### src/design/drf_pkg.sv
// ----------------------------------------------------------------------------
// drf_pkg: shared definitions for the deduplicating ring FIFO
// Sizes, command and status codes, and the structs that pass between the
// controller, the datapath and the ports.
// ----------------------------------------------------------------------------
package drf_pkg;

    localparam int DEPTH  = 1024;
    localparam int WIDTH  = 32;
    localparam int ADDR_W = (DEPTH > 1) ? $clog2(DEPTH) : 1;
    localparam int CNT_W  = $clog2(DEPTH + 1);
    localparam int DATA_W = 32;
    localparam int OCC_W  = 11;

    localparam logic [ADDR_W-1:0] LAST_IDX  = ADDR_W'(DEPTH - 1);
    localparam logic [CNT_W-1:0]  FULL_CNT  = CNT_W'(DEPTH);

    localparam logic [1:0] CMD_PUSH  = 2'd0;
    localparam logic [1:0] CMD_UPUSH = 2'd1;
    localparam logic [1:0] CMD_POP   = 2'd2;
    localparam logic [1:0] CMD_PEEK  = 2'd3;

    localparam logic [1:0] ST_OK    = 2'd0;
    localparam logic [1:0] ST_EMPTY = 2'd1;
    localparam logic [1:0] ST_FULL  = 2'd2;
    localparam logic [1:0] ST_DUP   = 2'd3;

    typedef logic [WIDTH-1:0]  t_word;
    typedef logic [ADDR_W-1:0] t_addr;
    typedef logic [CNT_W-1:0]  t_count;

    typedef struct packed {
        logic [1:0]        cmd;
        logic [DATA_W-1:0] data_in;
    } t_drf_in;

    typedef struct packed {
        logic [1:0]        status;
        logic [DATA_W-1:0] data_out;
        logic [OCC_W-1:0]  occupancy;
    } t_drf_out;

    // Commands from the controller to the datapath.
    typedef struct packed {
        logic       load;       // capture the accepted command
        logic       write;      // store the word at the tail
        logic       pop;        // advance the head
        logic       scan_start; // arm the duplicate scan at the head
        logic       scan_step;  // read address comes from the scan pointer
        logic       finish;     // load the result register
        logic       head_data;  // result carries the head word
        logic [1:0] res_status;
    } t_drf_ctrl;

    // Status from the datapath to the controller.
    typedef struct packed {
        logic [1:0] cmd;
        logic       empty;
        logic       full;
        logic       match;
        logic       scan_done;
    } t_drf_stat;

endpackage

### src/design/drf_ctrl.sv
// ----------------------------------------------------------------------------
// drf_ctrl: command sequencer of the deduplicating ring FIFO
// Decodes each accepted command, walks the duplicate scan and tells the
// datapath when to store, pop and post a result.
// ----------------------------------------------------------------------------
module drf_ctrl (
    input  logic               i_clk,
    input  logic               i_rst_n,
    input  logic               start,
    output logic               busy,
    input  drf_pkg::t_drf_stat i_stat,
    output drf_pkg::t_drf_ctrl o_ctrl
);
    import drf_pkg::*;

    localparam logic [1:0] S_IDLE   = 2'd0;
    localparam logic [1:0] S_DECODE = 2'd1;
    localparam logic [1:0] S_SCAN   = 2'd2;
    localparam logic [1:0] S_HEAD   = 2'd3;

    logic [1:0] r_state;
    logic [1:0] n_state;

    assign busy = (r_state != S_IDLE);

    always_comb begin
        n_state = r_state;
        o_ctrl  = '0;
        unique case (r_state)
            S_IDLE: begin
                if (start) begin
                    o_ctrl.load = 1'b1;
                    n_state     = S_DECODE;
                end
            end
            S_DECODE: begin
                unique case (i_stat.cmd)
                    CMD_PUSH, CMD_UPUSH: begin
                        if (i_stat.cmd == CMD_UPUSH && !i_stat.empty) begin
                            o_ctrl.scan_start = 1'b1;
                            n_state           = S_SCAN;
                        end else if (i_stat.full) begin
                            o_ctrl.finish     = 1'b1;
                            o_ctrl.res_status = ST_FULL;
                            n_state           = S_IDLE;
                        end else begin
                            o_ctrl.write      = 1'b1;
                            o_ctrl.finish     = 1'b1;
                            o_ctrl.res_status = ST_OK;
                            n_state           = S_IDLE;
                        end
                    end
                    default: begin
                        if (i_stat.empty) begin
                            o_ctrl.finish     = 1'b1;
                            o_ctrl.res_status = ST_EMPTY;
                            n_state           = S_IDLE;
                        end else begin
                            // The head read is issued now and lands next cycle.
                            n_state = S_HEAD;
                        end
                    end
                endcase
            end
            S_SCAN: begin
                o_ctrl.scan_step = 1'b1;
                if (i_stat.match) begin
                    o_ctrl.finish     = 1'b1;
                    o_ctrl.res_status = ST_DUP;
                    n_state           = S_IDLE;
                end else if (i_stat.scan_done) begin
                    o_ctrl.finish = 1'b1;
                    n_state       = S_IDLE;
                    if (i_stat.full) begin
                        o_ctrl.res_status = ST_FULL;
                    end else begin
                        o_ctrl.write      = 1'b1;
                        o_ctrl.res_status = ST_OK;
                    end
                end
            end
            S_HEAD: begin
                o_ctrl.finish     = 1'b1;
                o_ctrl.head_data  = 1'b1;
                o_ctrl.res_status = ST_OK;
                o_ctrl.pop        = (i_stat.cmd == CMD_POP);
                n_state           = S_IDLE;
            end
            default: begin
                n_state = S_IDLE;
            end
        endcase
    end

    always_ff @(posedge i_clk) begin
        if (!i_rst_n) begin
            r_state <= S_IDLE;
        end else begin
            r_state <= n_state;
        end
    end

endmodule

### config.mk
export PLATFORM = sky130hd
export DESIGN_NAME = drf_ctrl
export DESIGN_NICKNAME = d
export VERILOG_FILES = /design/src/design/drf_pkg.sv /design/src/design/drf_ctrl.sv
export SDC_FILE = /design/constraint.sdc
export NUM_CORES = 1
export LEC_CHECK = 0
export ABC_AREA = 1
export BUFFER_PORTS_ARGS = -buffer_cell sky130_fd_sc_hd__buf_2
export CORE_AREA = 5 5 42 44
export CTS_CLUSTER_SIZE = 8
export DETAILED_ROUTE_END_ITERATION = 7
export DIE_AREA = 0 0 47 49
export GPL_TIMING_DRIVEN = 0
export PLACE_DENSITY_LB_ADDON = 0.2
export SKIP_CTS_REPAIR_TIMING = 1
export SYNTH_ARGS = -nofsm -noshare
export SYNTH_HDL_FRONTEND = slang
export SYNTH_SLANG_ARGS = --single-unit
### constraint.sdc
create_clock -name i_clk -period 1.1 [get_ports i_clk]
set_input_delay 0.11 -clock i_clk [delete_from_list [all_inputs] [get_ports i_clk]]
set_output_delay 0.11 -clock i_clk [all_outputs]
set_load 0.01 [all_outputs]
==> summary.md, run 1 <==
### Power
* **PwrDens** 768.1 nW/um^2
* **static power due to leakage** 0.0002799 uW
* **peak supply drop** 0.5996 mV

### Logic synthesis
* **area share of the leading cell type in the synthesized netlist** 20.33%
* **cell area after synthesis** 307.8 um^2
* **synthesized netlist net count** 69
* **number of standard cells after synthesis** 55
* **post-synthesis register bit count** 2
* **total of warnings raised by yosys** 0
* **Post-Synthesis Mean Instance Area** 5.596 um^2
* **Seq/Total Area, Yosys** 13.01%
* **Yosys top cell by area** sky130_fd_sc_hd__ha_1
* **largest cells by area after synthesis** sky130_fd_sc_hd__ha_1 (20%), sky130_fd_sc_hd__nand2_1 (18%), sky130_fd_sc_hd__inv_1 (16%)
* **number of unique standard cell types used by synthesis** 12

### Finish
* **Area growth, synth to finish** 86.59%
* **proportion of layout cells with a drive suffix above 1** 56.96%
* **register with the most flip-flops** r_state
* **number of antenna diodes** 0
* **# nets final** 95
* **filler instances** 163
* **registers with the most flip-flops** r_state (2)
* **number of flip-flops in the largest register** 2
* **Finished Core Util** 40.98%

### Placement
* **I/O Buffers** 18
* **pre-CTS setup slack** -0.1651 ns
* **estimated wirelength of the detail-placed design** 693.9 um
* **final weighted congestion in routability-driven placement** 0.6614

### GRT
* **global-route wire length before repair** 1.297 mm
* **vias in the first global route** 345
* **antenna violations before repair** 0
* **pin count of the biggest net entering global routing** 7
* **overall track demand over capacity in global routing** 7.595%
* **overall overflow remaining after global route** 0

### Clocking
* **Num Clock Sinks** 2
* **CTS H-tree depth** 1
* **clock network latency to the later pin of the worst-skew pair** 0.22 ns
* **clock root buffer** sky130_fd_sc_hd__clkbuf_4
* **maximum root-to-sink buffer count** 2
* **total CTS buffers** 3
* **CTS tree** built
* **Worst-path clk slew** 0.03 ns

### STA
* **worst-case hold slack** 0.1468 ns
* **max-slew violation count** 0
* **final setup violation count** 11
* **f_max** 0.7277 GHz
* **final sum of negative setup slack** -1.458 ns
* **fraction of the cycle the final worst path needs** 124.9%
* **Max-slew headroom** 85.17%
* **Worst Tran Pin Value** 0.2201 ns
* **Setup WS post-layout** -0.2742 ns
* **final critical delay including setup and external delays** 1.374 ns
* **number of hold-slack violations in the final timing report** 0
* **RSZ-0062 raised after global routing** true
* **final clock skew** 0.0004808 ns

### Drt
* **wirelength, routed** 978 um
* **drt wl/cell** 10.29 um
* **mean number of vias per cell** 4.368
* **Iter 0 DRT Violations** 3
* **TritonRoute pass-1 iters** 4
* **remaining number of nets flagged by the antenna check after routing** 0
* **DRC violation count after routing** 0
* **via count** 415

### Worst setup path
* **CP Launch Type** register
* **critical path endpoint category** output port
* **cell with the biggest individual delay on the critical path** sky130_fd_sc_hd__dfxtp_4
* **critical path fanouts, max** 5
* **data arrival time of the critical path** 1.26 ns
* **Crit Path Class** reg2out
* **Worst EP required** 0.99 ns
* **cells along the critical path** inv_4 > ha_4 > nand2_1 > nand2_1 > nand2_1 > a21oi_1 > buf_2
* **delay of the slowest cell on the worst path** 0.36 ns
* **cell repeated most along the worst path** sky130_fd_sc_hd__nand2_1

### Floorplanning
* **die span in x** 47 um
* **io pins** 19
* **area of the core** 1401 um^2
* **Initial Utilization** 21.96%
* **standard-cell row count** 14
* **area of the die** 2303 um^2
* **die height** 49 um

### Run
* **max-capacitance violation count** 0

### Outcome
* **violations in the final reports** negative setup slack
* **run status** finished, violations left

### Min path
* **worst hold-check path type** in2reg

## layer usage
layer  vias to the layer above  part of all wire, %  GRT usage, %
li1                        220                    -             -
met3                         0                  7.4             0
met2                        10                   52         12.22
met5                         -                    0             0
met1                       185                   40         9.190
met4                         0                    0         5.530
## final timing paths
kind / from / to / slack, ns / depth (start not counted)
max: r_state[0] / o_ctrl[1] / -0.27 / 7
min: i_rst_n / r_state[0] / 0.15 / 3
max reg2reg: r_state[0] / r_state[1] / -0.06 / 6
min reg2reg: r_state[0] / r_state[0] / 0.54 / 2
## cells in the final DEF, fill, tap and decap left out
cell type,instances
sky130_fd_sc_hd__dfxtp_4,2
sky130_fd_sc_hd__inv_2,3
sky130_fd_sc_hd__buf_4,3
sky130_fd_sc_hd__ha_4,4
sky130_fd_sc_hd__nor2_4,1
sky130_fd_sc_hd__a21boi_2,1
sky130_fd_sc_hd__buf_6,2
sky130_fd_sc_hd__nor3_2,1
sky130_fd_sc_hd__o21ai_0,1
sky130_fd_sc_hd__o21ai_1,1
sky130_fd_sc_hd__nor2_1,3
sky130_fd_sc_hd__nand2_2,1
sky130_fd_sc_hd__a21oi_2,4
sky130_fd_sc_hd__nand3_1,5
sky130_fd_sc_hd__nand2_1,14
sky130_fd_sc_hd__inv_1,7
sky130_fd_sc_hd__buf_2,16
sky130_fd_sc_hd__a21oi_1,1
sky130_fd_sc_hd__inv_4,3
sky130_fd_sc_hd__a31oi_1,1
sky130_fd_sc_hd__clkbuf_4,3
sky130_fd_sc_hd__nor2_2,1
sky130_fd_sc_hd__ha_1,1
## worst max-delay path: cells and delay by family, from the launching register on
| family | cells | cell delay [ns] |
|---|---|---|
| flops | 1 | 0.36 |
| buf+inv | 2 | 0.23 |
| simple gates | 3 | 0.19 |
| fa+ha+maj | 1 | 0.15 |
| compound gates | 1 | 0.11 |
## synthesized netlist by cell type, drive strengths merged
| library cell | n |
|---|---|
| a21boi | 1 |
| a21oi | 5 |
| a31oi | 1 |
| dfxtp | 2 |
| ha | 5 |
| inv | 13 |
| nand2 | 15 |
| nand3 | 5 |
| nor2 | 5 |
| nor3 | 1 |
| o21ai | 2 |
## logic make-up after synthesis
group           after synthesis  synth area share, %
flops                         2                13.01
simple gates                 26                34.96
fa+ha+maj                     5                20.33
buf+inv                      13                15.85
compound gates                9                15.85
## report_power, final
group / total (uW) / switching (uW) / leakage (uW) / internal [uW]
registers: 88.6 / 11.3 / 0.0000178 / 77.4
logic: 189 / 100 / 0.000248 / 88.7
clock network: 163 / 42.9 / 0.0000138 / 121
total: 441 / 155 / 0.000280 / 287
## per-stage QoR
stage | instance area [um^2] | instances | power [uW]
after floorplan | 314.1 | 55 | 170.1
after global placement | 424.2 | 89 | 217.5
after detailed placement | 424.2 | 89 | 218.0
after CTS | 446.7 | 92 | 395.6
after global routing | 574.3 | 95 | 481.2
final | 574.3 | 95 | 441.1
## cell type report
class | instances | area, um^2 | share of cell area [%]
clock buffer | 3 | 22.52 | 3.922
sequential | 2 | 47.55 | 8.279
timing repair buffer | 21 | 125.1 | 21.79
inverter | 13 | 56.30 | 9.804
tap | 16 | 20.02 | 3.486
multi-input combinational | 40 | 302.8 | 52.72
No activity file was read; power rests on OpenSTA's default activity.
==> inputs of run 2 (changes only) <==
GPL_TIMING_DRIVEN = not set   (was 0)
==> run 2 against run 1 <==
  * Wire length up 5.8%
  * Largest cell class unchanged
  * Critical endpoint unchanged
  * The run still ends with negative setup slack left
  * Global-route usage up 0.77 points
  * Sequential share of layout area down 0.71 points
  * Highest routed layer unchanged
==> summary.md, run 2 (same netlist as run 1, synthesis figures left out) <==
### Clocking
* **Worst-path clk slew** 0.03 ns
* **clock network latency to the later pin of the worst-skew pair** 0.22 ns
* **maximum root-to-sink buffer count** 2
* **CTS tree** built
* **CTS H-tree depth** 1
* **Num Clock Sinks** 2
* **total CTS buffers** 3
* **clock root buffer** sky130_fd_sc_hd__clkbuf_4

### STA
* **Worst Tran Pin Value** 0.3525 ns
* **fraction of the cycle the final worst path needs** 123.1%
* **max-slew violation count** 0
* **final clock skew** 0.0009038 ns
* **final setup violation count** 9
* **number of hold-slack violations in the final timing report** 0
* **Max-slew headroom** 76.25%
* **final critical delay including setup and external delays** 1.354 ns
* **RSZ-0062 raised after global routing** true
* **f_max** 0.7385 GHz
* **Setup WS post-layout** -0.2540 ns

### GRT
* **global-route wire length before repair** 1.435 mm
* **overall track demand over capacity in global routing** 8.368%
* **overall overflow remaining after global route** 0
* **antenna violations before repair** 0
* **pin count of the biggest net entering global routing** 7
* **vias in the first global route** 375

### Min path
* **Hold Crit Depth** 3
* **worst hold-check path type** in2reg
* **startpoint of the worst hold path** i_rst_n

### Worst setup path
* **Worst EP required** 0.99 ns
* **data arrival time of the critical path** 1.24 ns
* **start of the worst register-to-register path** r_state[0]
* **Crit Path Class** reg2out
* **crit path launch** r_state[0]
* **critical path endpoint category** output port
* **number of cell instances on the worst register-to-register path** 8
* **CP Launch Type** register
* **critical path fanouts, max** 6

### Finish
* **Area growth, synth to finish** 104.1%
* **most frequent cells in the layout** sky130_fd_sc_hd__buf_2 (15), sky130_fd_sc_hd__nand2_1 (12), sky130_fd_sc_hd__inv_1 (5), sky130_fd_sc_hd__inv_2 (5), sky130_fd_sc_hd__buf_6 (5)
* **registers with the most flip-flops** r_state (2)
* **Finished Core Util** 44.82%
* **filler instances** 155
* **most common library cell in the layout ignoring fill and taps** sky130_fd_sc_hd__buf_2
* **final cell count without fillers** 98
* **register with the most flip-flops** r_state
* **# nets final** 98
* **proportion of layout cells with a drive suffix above 1** 64.63%
* **number of antenna diodes** 0
* **number of flip-flops in the largest register** 2

### Drt
* **TritonRoute pass-1 iters** 3
* **drt wl/cell** 10.56 um
* **via count** 423
* **highest routing layer actually used** met3
* **wire length the detailed router placed on met1** 413 um
* **remaining number of nets flagged by the antenna check after routing** 0
* **metal2 WL** 563 um
* **mean number of vias per cell** 4.316
* **Iter 0 DRT Violations** 1
* **wirelength, routed** 1.035 mm
* **DRC violation count after routing** 0
* **routed wire length on met3** 58 um

### Outcome
* **violations in the final reports** negative setup slack
* **run status** finished, violations left

### Run
* **max-capacitance violation count** 0

### Placement
* **final weighted congestion in routability-driven placement** 0.7175
* **DP Cell Count** 91
* **I/O Buffers** 18
* **estimated wirelength of the detail-placed design** 718.6 um

### Floorplanning
* **area of the core** 1401 um^2
* **die span in x** 47 um
* **standard-cell row count** 14
* **io pins** 19
* **Initial Utilization** 21.96%
* **area of the die** 2303 um^2
* **die height** 49 um

### Power
* **static power due to leakage** 0.0003011 uW
* **PwrDens** 749.8 nW/um^2
* **peak supply drop** 0.3394 mV

-- run 2: through the flow --
stage,setup TNS (ns),instance area (um^2),total power (uW),hold slack (ns),worst slack [ns]
final,-1.271,628.1,470.9,0.1210,-0.2540
after global routing,-1.979,628.1,520.9,0.1346,-0.3447
after CTS,-2.477,461.7,395.4,0.1189,-0.3809
after detailed placement,-0.6735,439.2,224.4,0.3595,-0.1359
after global placement,-0.7090,439.2,226.2,0.3560,-0.1336
after floorplan,-0.1295,314.1,170.1,0.2416,-0.03237
-- run 2: where the power goes --
group / internal [uW] / switching [uW]
Combinational: 110 / 115
Clock: 120 / 39.7
Sequential: 77.3 / 8.03
Total: 308 / 163
-- run 2: final timing paths --
| kind | slack (ns) | to |
|---|---|---|
| hold reg to reg | 0.62 | r_state[1] |
| setup / recovery | -0.25 | o_ctrl[1] |
| hold / removal | 0.12 | r_state[1] |
| setup reg to reg | -0.07 | r_state[0] |
-- run 2: area by class of cell --
cell class	instances	area, um^2	share of cell area, %
Tap cell	16	20.02	3.187
Sequential cell	2	47.55	7.570
Multi-Input combinational cell	40	320.3	51.00
Inverter	13	56.30	8.964
Timing Repair Buffer	24	161.4	25.70
Clock buffer	3	22.52	3.586
-- run 2: layer usage --
layer	global-route usage, %	up-vias
li1	-	225
met1	10.28	188
met2	12.90	10
met3	2.214	0
met4	4.147	0
met5	0	-
-- run 2: worst max-delay path, cell delays in order (launching register included) --
cell and delay (ns):
sky130_fd_sc_hd__dfxtp_4 0.35, sky130_fd_sc_hd__inv_4 0.08, sky130_fd_sc_hd__ha_4 0.16, sky130_fd_sc_hd__nand2_1 0.09, sky130_fd_sc_hd__nand2_1 0.07, sky130_fd_sc_hd__nand2_1 0.05, sky130_fd_sc_hd__a21oi_1 0.10, sky130_fd_sc_hd__buf_2 0.14
==> inputs of run 3 (changes only) <==
SKIP_CTS_REPAIR_TIMING = not set   (was 1)
==> run 3 against run 2 <==
  * The run still ends with negative setup slack left
  * Total power fell by 1.9%
  * Fmax rose by 2.6%
  * Register-to-register slack better by 0.02 ns
  * Sequential cell count did not move
  * Wire length down 4.8%
  * Clock skew is 0.00078 ns higher
  * Design area fell by 1.2%
  * Sequential share of layout area is 0.092 points higher
  * Critical path type unchanged
  * Highest routed layer unchanged
==> summary.md, run 3 (same netlist as run 1, synthesis figures left out) <==
### Clocking
* **Num Clock Sinks** 2
* **maximum root-to-sink buffer count** 2
* **CTS tree** built
* **clock root buffer** sky130_fd_sc_hd__clkbuf_4
* **clock network latency to the later pin of the worst-skew pair** 0.22 ns
* **CTS H-tree depth** 1
* **total CTS buffers** 3
* **total of hold buffers inserted after clock tree synthesis** 0
* **Worst-path clk slew** 0.03 ns

### Drt
* **drt wl/cell** 10.15 um
* **remaining number of nets flagged by the antenna check after routing** 0
* **mean number of vias per cell** 4.351
* **DRC violation count after routing** 0
* **via count** 422
* **Iter 0 DRT Violations** 5
* **wirelength, routed** 985 um
* **TritonRoute pass-1 iters** 4

### Placement
* **I/O Buffers** 18
* **estimated wirelength of the detail-placed design** 718.6 um
* **final weighted congestion in routability-driven placement** 0.7175
* **DP Cell Count** 91
* **pre-CTS setup slack** -0.1359 ns

### Floorplanning
* **standard-cell row count** 14
* **die span in x** 47 um
* **area of the die** 2303 um^2
* **Initial Utilization** 21.96%
* **io pins** 19
* **area of the core** 1401 um^2
* **die height** 49 um

### STA
* **fraction of the cycle the final worst path needs** 120.0%
* **final critical delay including setup and external delays** 1.320 ns
* **final setup violation count** 11
* **max-slew violation count** 0
* **final sum of negative setup slack** -1.296 ns
* **RSZ-0062 raised after global routing** true
* **f_max** 0.7576 GHz
* **Setup WS post-layout** -0.2200 ns
* **number of hold-slack violations in the final timing report** 0
* **Worst Tran Pin Value** 0.2562 ns
* **Max-slew headroom** 82.85%
* **worst-case hold slack** 0.1206 ns
* **final clock skew** 0.001683 ns

### GRT
* **pin count of the biggest net entering global routing** 7
* **overall track demand over capacity in global routing** 8.720%
* **global-route wire length before repair** 1.511 mm
* **vias in the first global route** 395
* **antenna violations before repair** 0
* **overall overflow remaining after global route** 0

### Finish
* **number of antenna diodes** 0
* **proportion of layout cells with a drive suffix above 1** 61.73%
* **# nets final** 97
* **filler instances** 158
* **most frequent cells in the layout** sky130_fd_sc_hd__buf_2 (14), sky130_fd_sc_hd__nand2_1 (11), sky130_fd_sc_hd__inv_1 (6)
* **registers with the most flip-flops** r_state (2)
* **register with the most flip-flops** r_state
* **Area growth, synth to finish** 101.6%
* **most common library cell in the layout ignoring fill and taps** sky130_fd_sc_hd__buf_2
* **Finished Core Util** 44.29%
* **number of flip-flops in the largest register** 2
* **final cell count without fillers** 97

### Power
* **peak supply drop** 0.3675 mV
* **static power due to leakage** 0.0002970 uW
* **PwrDens** 744.7 nW/um^2

### Min path
* **worst hold-check path type** in2reg
* **Hold Crit Depth** 3

### Worst setup path
* **Crit Path Class** reg2out
* **critical path endpoint category** output port
* **number of cell instances on the worst register-to-register path** 6
* **critical path fanouts, max** 4
* **Worst EP required** 0.99 ns
* **CP Launch Type** register
* **data arrival time of the critical path** 1.21 ns

### Outcome
* **violations in the final reports** negative setup slack
* **run status** finished, violations left

### Run
* **max-capacitance violation count** 0

-- run 3: changes by cell type in the layout (fill, tap and decap cells not counted), sizes merged --
cell,change
buf,-1
-- run 3: area by class of cell --
| cell class | count | area (um^2) | share of cell area (%) |
|---|---|---|---|
| clock buffer | 3 | 22.52 | 3.629 |
| inverter | 13 | 58.81 | 9.476 |
| multi-input combinational | 40 | 315.3 | 50.81 |
| sequential | 2 | 47.55 | 7.661 |
| tap | 16 | 20.02 | 3.226 |
| timing repair buffer | 23 | 156.4 | 25.20 |
-- run 3: routing by layer --
layer	GRT usage, %	part of all wire [%]
met5	0	0
met4	4.147	0
met3	2.214	5.8
met2	14.25	56
met1	10.07	38
-- run 3: path summary, 6_finish.rpt --
kind / start / end / slack, ns
max reg2reg: r_state[0] / r_state[0] / -0.05
min reg2reg: r_state[1] / r_state[1] / 0.65
max: r_state[0] / o_ctrl[1] / -0.22
min: i_rst_n / r_state[1] / 0.12
-- run 3: stage by stage --
stage	total power, uW	area, um^2
3_3_place_gp	226.2	439.2
4_1_cts	425.9	559.3
6_report	462.1	620.6
3_5_place_dp	224.4	439.2
2_1_floorplan	170.1	314.1
5_1_grt	510.6	620.6
-- run 3: critical path: stages, from the launching register on --
cell and delay, ns:
sky130_fd_sc_hd__dfxtp_4 0.36, sky130_fd_sc_hd__inv_6 0.07, sky130_fd_sc_hd__ha_4 0.15, sky130_fd_sc_hd__nand2_2 0.06, sky130_fd_sc_hd__nand2_1 0.06, sky130_fd_sc_hd__nand2_1 0.04
sky130_fd_sc_hd__a21oi_1 0.10, sky130_fd_sc_hd__buf_2 0.14
-- run 3: where the power goes --
part | internal (uW) | switching, uW | total [uW]
clock network | 120 | 40.0 | 160
registers | 77.4 | 11.4 | 88.8
logic | 105 | 109 | 213
total | 302 | 160 | 462
-- run 3: repair_timing --
item	4_1_cts	5_1_grt
resized for setup	21	16
endpoints found under the setup margin	12	12
setup buffers	2	1
pin swaps	7	8
